## src/vrp_pkg.sv

```systemverilog
// Shared types and constants of the video RAM register port.
`timescale 1ns / 1ps
`default_nettype none

package vrp_pkg;

	// Request actions.
	typedef enum logic [1:0] {
		ACT_ADDR  = 2'd0,
		ACT_READ  = 2'd1,
		ACT_WRITE = 2'd2,
		ACT_LOAD  = 2'd3
	} vrp_action_t;

	// Controller states.
	typedef enum logic [1:0] {
		ST_IDLE = 2'd0,
		ST_RD1  = 2'd1,
		ST_RD2  = 2'd2,
		ST_WR2  = 2'd3
	} vrp_state_t;

	// Register index of the pointer step mode.
	localparam logic REG_INC = 1'b0;

	localparam int unsigned ADDR_W = 14;

	// Address map constants.
	localparam logic [ADDR_W-1:0] NT_BASE    = 14'h2000;
	localparam logic [ADDR_W-1:0] NT_END     = 14'h3000;
	localparam logic [ADDR_W-1:0] PAL_BASE   = 14'h3F00;
	localparam logic [ADDR_W-1:0] PAL_HI     = 14'h3F10;
	localparam logic [ADDR_W-1:0] PAIR_OFS   = 14'h0400;
	localparam logic [ADDR_W-1:0] PAL_SHADOW = 14'h1000;

	// One request transaction.
	typedef struct packed {
		vrp_action_t             action;
		logic [7:0]              value;
		logic [ADDR_W-1:0]       address;
	} vrp_req_t;

	// One response transaction.
	typedef struct packed {
		logic [7:0] read_data;
		logic       is_read;
	} vrp_rsp_t;

	// Memory writes caused by one request.
	typedef struct packed {
		logic              en;
		logic              second;
		logic [ADDR_W-1:0] addr0;
		logic [ADDR_W-1:0] addr1;
	} vrp_wr_plan_t;

endpackage

`default_nettype wire

```

## src/vrp_wr_map.sv

```systemverilog
// Address mapping of data writes and pattern loads onto memory writes.
`timescale 1ns / 1ps
`default_nettype none

module vrp_wr_map (
	input  wire vrp_pkg::vrp_action_t       action,
	input  wire logic [vrp_pkg::ADDR_W-1:0] address,
	output vrp_pkg::vrp_wr_plan_t           plan
);
	import vrp_pkg::*;

	logic [ADDR_W-1:0] grp;
	logic [ADDR_W-1:0] idx;

	assign grp = {{(ADDR_W-4){1'b0}}, address[3:2], 2'b00};
	assign idx = {{(ADDR_W-5){1'b0}}, address[4:0]};

	// Name tables under NT_END mirror to a pair; palette folds to 32.
	always_comb begin
		plan = '0;
		unique case (action)
			ACT_WRITE: begin
				if (address >= PAL_BASE) begin
					plan.en = 1'b1;
					if (address[1:0] == 2'b00) begin
						plan.second = 1'b1;
						plan.addr0  = PAL_BASE | grp;
						plan.addr1  = PAL_HI | grp;
					end else begin
						plan.addr0 = PAL_BASE | idx;
					end
				end else if (address >= NT_BASE) begin
					plan.en     = 1'b1;
					plan.addr0  = address;
					plan.second = (address < NT_END);
					plan.addr1  = address ^ PAIR_OFS;
				end
			end
			ACT_LOAD: begin
				plan.en    = (address < NT_BASE);
				plan.addr0 = address;
			end
			ACT_ADDR, ACT_READ: begin
				plan = '0;
			end
			default: begin
				plan = '0;
			end
		endcase
	end

endmodule

`default_nettype wire

```

## config.mk

```make
export PLATFORM = sky130hd
export DESIGN_NAME = vrp_wr_map
export DESIGN_NICKNAME = d
export VERILOG_FILES = /design/src/vrp_pkg.sv /design/src/vrp_wr_map.sv
export SDC_FILE = /design/constraint.sdc
export NUM_CORES = 1
export LEC_CHECK = 0
export BUFFER_PORTS_ARGS = -buffer_cell sky130_fd_sc_hd__buf_2
export CORE_AREA = 2 2 39 41
export DETAILED_ROUTE_END_ITERATION = 10
export DIE_AREA = 0 0 41 43
export GPL_ROUTABILITY_DRIVEN = 1
export GPL_TIMING_DRIVEN = 1
export PLACE_DENSITY_LB_ADDON = 0.25
export SYNTH_ARGS = -nofsm -noshare
export SYNTH_HDL_FRONTEND = slang
export SYNTH_SLANG_ARGS = --single-unit
```

## constraint.sdc

```tcl
create_clock -name vclk -period 0.9
set_input_delay 0.135 -clock vclk [all_inputs]
set_output_delay 0.135 -clock vclk [all_outputs]
set_load 0.05 [all_outputs]
```

==> results of run 1 <==
-- what timing repair did --
action                                 4_1_cts  5_1_grt
setup buffers                                1        3
resized for setup                          100       28
endpoints found under the hold margin        0        0
cloned                                       1        0
setup endpoints to repair                   29       28
pin swaps                                   23       21
-- power by group --
part | switching [mW] | internal, mW | total [mW] | leakage (nW)
clock | 0 | 0 | 0 | 0
sequential | 0 | 0 | 0 | 0
combinational | 0.409 | 0.359 | 0.768 | 0.624
-- per-stage QoR --
step	setup WS (ps)	TNS (ps)	utilization (%)	hold WS, ps
2_1_floorplan	-287	-2200	-	368
3_3_place_gp	-438	-9560	60.6	673
3_5_place_dp	-450	-9850	60.6	674
4_1_cts	-275	-5910	87.5	627
5_1_grt	-322	-7750	96.2	650
6_report	-306	-7340	96.2	641
-- final cells by class --
class	count	area, sq um	share of cell area [%]
multi-input combinational	47	512	38.4
tap	16	20.0	1.50
timing repair buffer	71	800	60.1
-- metal layers --
layer	vias to the layer above	wire, microns	GRT usage, %
li1	318	-	-
met4	0	221	16.0
met2	43	1640	51.2
met5	-	0	0
met3	18	147	3.66
met1	328	948	24.9
-- kinds of logic (layout without fill, tap and decap cells) --
group / Yosys count / count (layout) / synth area share (%)
simple gates: 38 / 38 / 73.2
buf+inv: 2 / 71 / 3.20
compound gates: 8 / 8 / 20.8
xor+xnor: 1 / 1 / 2.80
-- cells in the mapped netlist (2+ instances only) --
master	instances	share of area, %
and3_1	5	10
nand2_1	5	6.0
and2_1	15	30
a21oi_1	3	4.8
nor2_1	4	4.8
buf_2	2	3.2
-- critical path: cells and delay by family --
kind            cells  cell delay [ps]
compound gates      1              150
simple gates        2              360
buf+inv             3              430
-- how the worst min path moves through the flow --
stage / start / end / slack, ps
global route: address[3] / plan[17] / 650
CTS: address[3] / plan[3] / 630
global placement: address[2] / plan[2] / 670
floorplan: address[10] / plan[10] / 370
detailed placement: address[2] / plan[2] / 670
finish: address[3] / plan[17] / 640
==> summary.txt, run 1 <==
Global route
  – Initial antenna violation count: 0
  – Largest net degree at the start of global routing: 8
  – Vias in the first global route: 704
  – Gr usage total: 27.4%
  – First-pass GRT wire length: 3.28 mm
  – Gr ovfl total: 0

Setup path
  – Critical path startpoint: address[13]
  – CP max FO: 4
  – WP data required: 760 ps
  – Setup crit end kind: output port
  – Setup crit end: plan[10]
  – Worst path cell trace: buf_12 > and4_4 > nand4_1 > buf_6 > a21boi_4 > buf_6
  – CP max stage cell: and4_4
  – WS Path Type: primary input to output port
  – Top cell by count, worst path: buf_6
  – Delay of the slowest critical-path stage: 250 ps
  – CP startpoint kind: primary input
  – Arrival time at the worst endpoint: 1070 ps

Finish
  – Filler cells: 26
  – CLK BUF: 0
  – Area Overhead vs Synth: 326%
  – Seq_cells: 0
  – Antenna cell count: 0
  – Final Non-Filler Cells: 134
  – Most frequent cells in the layout: buf_8, buf_4, buf_6, and2_4, buf_2
  – Layout cell share with drive strength beyond 1: 94.9%
  – Most common library cell in the layout ignoring fill and taps: buf_8
  – Finished Cell Area: 0.00133 sq mm
  – Nets@finish: 136
  – Reg area: 0 sq um

Placed design
  – DP Area: 838 sq um
  – Routability congestion estimate: 0.763
  – DP Cell Count: 129
  – Port Buf Inserts: 46
  – Placed wire-length estimate: 1.19 mm

Power
  – Maximum VDD drop: 457 uV
  – Static leakage: 0.624 nW
  – Pwr Total: 768 uW
  – PwrDens: 577 mW/mm^2

Drt
  – Via Count: 707
  – Final wirelength: 2.95 mm
  – First drt pass iteration count: 4
  – Remaining antenna violation count after routing: 0
  – Wire per inst: 22.0 microns
  – Post-route DRC: 0
  – DR vias/cell: 5.28
  – Starting DRT DRC Count: 14

Logic synthesis
  – Gate Count Post-Synth: 49
  – Register area share after synthesis: 0%
  – Synthesized area per cell: 6.38 sq um
  – Ys Warns: 0
  – Synthesized cell area: 313 sq um
  – Post-Syn Nets: 65
  – Yosys cell types: 21

Floorplanning
  – Die area: 0.00176 sq mm
  – Die Ht: 43 microns
  – Initial Util: 22.6%
  – Core Area: 0.00138 sq mm
  – Die W: 41 microns
  – Row cnt: 14
  – Io pins: 46

Timing
  – RSZ-0062 raised after global routing: yes
  – Final setup fails: 30
  – Fin crit period: 1210 ps
  – Max Slew Vio Count: 0
  – Peak Freq: 829 MHz
  – Fin. Hold Viols: 0
  – Measured slew at the worst slew-check pin: 285 ps
  – Setup ws final: -306 ps
  – Fin crit share: 134%
  – Max_slew headroom: 80.9%

Status
  – Outcome: finished with violations
  – Failing checks: setup timing

Job
  – Max Cap Viol: 0

CTS
  – Hold Buf Count CTS: 0

Worst hold path
  – Hold/Removal Path Class: primary input to output port
  – WHS Path Cells: 3
(Power assumes the default switching activity.)
==> run 2, diff against run 1 <==
- clock period: 0.9 -> 1 ns (I/O delays scaled with it)
==> summary.txt, run 2 (same netlist as run 1, synthesis figures left out) <==
Status
  – Outcome: finished with violations
  – Failing checks: setup timing

CTS
  – Hold Buf Count CTS: 0

Floorplanning
  – Io pins: 46
  – Die Ht: 43 microns
  – Row cnt: 14
  – Die W: 41 microns
  – Die area: 0.00176 sq mm
  – Core Area: 0.00138 sq mm
  – Initial Util: 22.6%

Drt
  – Wire per inst: 17.8 microns
  – Post-route DRC: 0
  – Starting DRT DRC Count: 5
  – Remaining antenna violation count after routing: 0
  – Via Count: 650
  – First drt pass iteration count: 3
  – DR vias/cell: 5.16
  – Final wirelength: 2.25 mm

Finish
  – Final Non-Filler Cells: 126
  – Layout cell share with drive strength beyond 1: 94.5%
  – Antenna cell count: 0
  – Nets@finish: 128
  – CLK BUF: 0
  – Most common library cell in the layout ignoring fill and taps: buf_8
  – Most frequent cells in the layout: buf_8, buf_4, and2_4, buf_2, buf_6
  – Multi-input logic area: 517 sq um
  – Finished Core Util: 90.4%
  – Area Overhead vs Synth: 300%
  – Reg area: 0 sq um
  – Seq_cells: 0
  – Finished Cell Area: 0.00125 sq mm
  – Filler cells: 52

Timing
  – Worst hold margin: 646 ps
  – Max Slew Vio Count: 0
  – Final setup fails: 28
  – Max_slew headroom: 78.6%
  – Fin. Hold Viols: 0
  – Peak Freq: 815 MHz
  – Fin crit period: 1230 ps
  – Setup ws final: -228 ps
  – Fin crit share: 123%
  – Measured slew at the worst slew-check pin: 320 ps
  – RSZ-0062 raised after global routing: yes
  – Final TNS setup: -4820 ps

Placed design
  – Routability congestion estimate: 0.840
  – Placed wire-length estimate: 1.10 mm
  – DP Area: 777 sq um
  – DP Cell Count: 122
  – Port Buf Inserts: 46

Setup path
  – CP startpoint kind: primary input
  – Setup crit end kind: output port
  – Arrival time at the worst endpoint: 1080 ps
  – CP max FO: 3
  – WP data required: 850 ps
  – WS Path Type: primary input to output port

Global route
  – Largest net degree at the start of global routing: 8
  – First-pass GRT wire length: 3.01 mm
  – Gr usage total: 24.4%
  – Vias in the first global route: 669
  – Gr ovfl total: 0
  – Initial antenna violation count: 0

Worst hold path
  – Hold endpoint: plan[20]
  – WHS Path Cells: 4
  – Min-Delay Startpoint: address[6]
  – Hold/Removal Path Class: primary input to output port

Power
  – Static leakage: 0.583 nW
  – PwrDens: 514 mW/mm^2
  – Maximum VDD drop: 361 uV

Job
  – Max Cap Viol: 0
## run 2: what timing repair did
| action | in CTS | in global routing |
|---|---|---|
| buffers inserted | 1 | 2 |
| pin swaps | 22 | 5 |
| resized for setup | 118 | 8 |
| endpoints found under the setup margin | 28 | 29 |
| gates cloned | 1 | 0 |
## run 2: worst max-delay path by stage
stage	cells past startpoint	endpoint	start	slack [ps]
6_report	6	plan[28]	address[8]	-230
5_1_grt	6	plan[28]	address[8]	-250
4_1_cts	6	plan[25]	address[13]	-190
3_5_place_dp	5	plan[12]	address[13]	-400
3_3_place_gp	5	plan[12]	address[13]	-360
2_1_floorplan	3	plan[10]	address[13]	-220
## run 2: critical path: stages
cell and delay (ps):
buf_4 110, and4_4 230, nand4_1 120, buf_6 160, a21oi_4 120, buf_6 170
## run 2: power by group
group	internal (mW)	total, mW	switching (mW)
registers	0	0	0
logic	0.295	0.643	0.349
clock network	0	0	0
## run 2: layer usage
layer	track usage (%)	up-vias	routed length (microns)
met2	48.1	28	1320
met1	24.8	321	751
met5	0	-	0
li1	-	293	-
met3	2.09	8	100
met4	5.33	0	76
## run 2: stage by stage
| stage | power [mW] | setup WS, ps |
|---|---|---|
| 6_report | 0.643 | -228 |
| 5_1_grt | 0.666 | -245 |
| 4_1_cts | 0.606 | -188 |
| 3_5_place_dp | 0.427 | -401 |
| 3_3_place_gp | 0.422 | -363 |
| 2_1_floorplan | 0.279 | -217 |
## run 2: area by class of cell
class	instances	share of cell area, %
repair buffers	63	57.1
multi-input cells	47	41.3
well taps	16	1.60
==> run 3, diff against run 2 <==
- SETUP_SLACK_MARGIN: default -> 0.05
==> summary.txt, run 3 <==
Status
  – Outcome: aborted with a tool error
  – Stopped at: global routing (5_1_grt)
  – Error msg: [ERROR DPL-0033] detailed placement checks failed during check placement.

Logic synthesis
  – Register area share after synthesis: 0%
  – Synthesized cell area: 313 sq um
  – Post-Syn Nets: 65
  – Biggest area consumer among synthesized cells: and2_1
  – Top post-synthesis cells by count: and2_1, and3_1, nand2_1
  – Most frequent cell after synthesis: and2_1
  – Top cells by area, synth: and2_1, and3_1, nand2_1, o31a_4, a21oi_1
  – Synthesized area per cell: 6.38 sq um
  – Yosys cell types: 21
  – Gate Count Post-Synth: 49
  – Synth top area share: 30.0%
  – Ys Warns: 0

Timing
  – GRT worst endpoint: plan[28]
  – Worst endpoint type: primary output

CTS
  – Hold Buf Count CTS: 0

Placed design
  – Pre-CTS WS: -369 ps
  – DP Area: 863 sq um
  – Placed wire-length estimate: 1.19 mm
  – Routability congestion estimate: 0.733
  – Port Buf Inserts: 46

Global route
  – Initial antenna violation count: 0
  – Largest net degree at the start of global routing: 8

Floorplanning
  – Io pins: 46
  – Die W: 41 microns
  – Initial Util: 22.6%
  – Die Ht: 43 microns
  – Row cnt: 14
## run 3: cell counts after synthesis
No cell type changed its count.
## run 3: cell families after synthesis
group,after synthesis,synth area share [%]
compound gates,8,20.8
buf+inv,2,3.20
simple gates,38,73.2
xor+xnor,1,2.80
## run 3: metrics by stage
| step | util, % | std cells |
|---|---|---|
| 4_1_cts | 86.5 | 133 |
| 3_5_place_dp | 62.4 | 131 |
| 3_3_place_gp | 62.4 | 131 |
| 2_1_floorplan | - | 49 |
## run 3: timing repair
action / CTS
gates resized for setup: 88
gates cloned: 1
pin swaps: 19
buffers inserted: 1
endpoints found under the setup margin: 29
==> run 4, diff against run 3 <==
- CORE_AREA: 2 2 39 41 -> 2 2 63 65
- DIE_AREA: 0 0 41 43 -> 0 0 65 67
- PLACE_DENSITY_LB_ADDON: 0.25 -> 0.15
- SETUP_SLACK_MARGIN: 0.05 -> default
- clock period: 1 -> 1.3 ns (I/O delays scaled with it)
==> summary.txt, run 4 (same netlist as run 1, synthesis figures left out) <==
Setup path
  – Worst path cell trace: buf_8 > and4_4 > nand4_1 > a21boi_2 > buf_6
  – Delay of the slowest critical-path stage: 230 ps
  – CP startpoint kind: primary input
  – Arrival time at the worst endpoint: 1100 ps
  – CP max stage cell: a21boi_2
  – WS Path Type: primary input to output port
  – CP max FO: 3
  – Setup crit end kind: output port
  – WP data required: 1110 ps

Finish
  – Seq_cells: 0
  – Most common library cell in the layout ignoring fill and taps: buf_6
  – Area Overhead vs Synth: 233%
  – Final Non-Filler Cells: 159
  – Antenna cell count: 0
  – CLK BUF: 0
  – Nets@finish: 129
  – Reg area: 0 sq um
  – Layout cell share with drive strength beyond 1: 82.0%
  – Most frequent cells in the layout: buf_6, buf_4, buf_2, and2_4, buf_8
  – Finished Cell Area: 0.00104 sq mm

Drt
  – Via Count: 598
  – Routed length on met3: 77 microns
  – Wire per inst: 11.3 microns
  – Max Used Layer: met3
  – Starting DRT DRC Count: 17
  – DR vias/cell: 3.76
  – Met2 Wirelength: 1.01 mm
  – Remaining antenna violation count after routing: 0
  – Final wirelength: 1.79 mm
  – Met1 WL: 703 microns
  – First drt pass iteration count: 4
  – Post-route DRC: 0

Placed design
  – DP Cell Count: 156
  – Routability congestion estimate: 0.661
  – DP Area: 726 sq um
  – Port Buf Inserts: 46
  – Placed wire-length estimate: 1.44 mm

Floorplanning
  – Initial Util: 8.67%
  – Core Area: 0.00361 sq mm
  – Row cnt: 22
  – Die area: 0.00436 sq mm
  – Die Ht: 67 microns
  – Io pins: 46
  – Die W: 65 microns

Global route
  – Initial antenna violation count: 0
  – Largest net degree at the start of global routing: 7
  – Gr usage total: 7.64%
  – First-pass GRT wire length: 2.66 mm
  – Vias in the first global route: 578
  – Gr ovfl total: 0

Timing
  – Final setup fails: 0
  – Final TNS setup: 0 ps
  – Max Slew Vio Count: 0
  – RSZ-0062 raised after global routing: yes
  – Fin crit share: 99.6%
  – Fin. Hold Viols: 0
  – Fin crit period: 1290 ps
  – Peak Freq: 772 MHz
  – Measured slew at the worst slew-check pin: 260 ps
  – Max_slew headroom: 82.8%

Power
  – Static leakage: 0.525 nW
  – PwrDens: 388 mW/mm^2
  – Maximum VDD drop: 98.9 uV
  – Pwr Total: 405 uW

Job
  – Max Cap Viol: 0

Worst hold path
  – Hold/Removal Path Class: primary input to output port

Status
  – Outcome: finished, final reports clean
run 4: repair_timing:
item	CTS	global route
resized for setup	62	25
gates cloned	0	0
buffers inserted	0	3
endpoints found under the hold margin	0	0
setup endpoints to repair	26	25
pin swaps	10	6
hold buffers	0	0
run 4: area by class of cell:
| class | instances | area (sq um) |
|---|---|---|
| Fill cell | 398 | 2560 |
| Tap cell | 48 | 60.1 |
| Timing Repair Buffer | 64 | 596 |
| Multi-Input combinational cell | 47 | 387 |
run 4: final timing paths:
kind	from	end	slack, ps	cells past startpoint
worst min-delay path	address[5]	plan[19]	740	4
worst max-delay path	address[9]	plan[10]	5	5
run 4: report_power, final:
part	total [mW]	internal (mW)	switching [mW]
Combinational	0.405	0.176	0.228
Sequential	0	0	0
Clock	0	0	0
run 4: metal layers:
| layer | up-vias | global-route usage (%) |
|---|---|---|
| met1 | 284 | 9.51 |
| met4 | 0 | 0.532 |
| met3 | 0 | 0.676 |
| li1 | 299 | - |
| met5 | - | 0 |
| met2 | 15 | 14.7 |
run 4: critical path: cells and delay by family:
family          cells  cell delay (ps)
compound gates      1              230
buf+inv             2              260
simple gates        2              420
run 4: through the flow:
stage	util (%)	setup slack [ps]	hold slack [ps]
after floorplan	-	-255	550
after global placement	20.1	-104	788
after detailed placement	20.1	-131	786
after CTS	25.6	-22.9	736
after global routing	28.9	-48.6	756
final	28.9	5.03	741
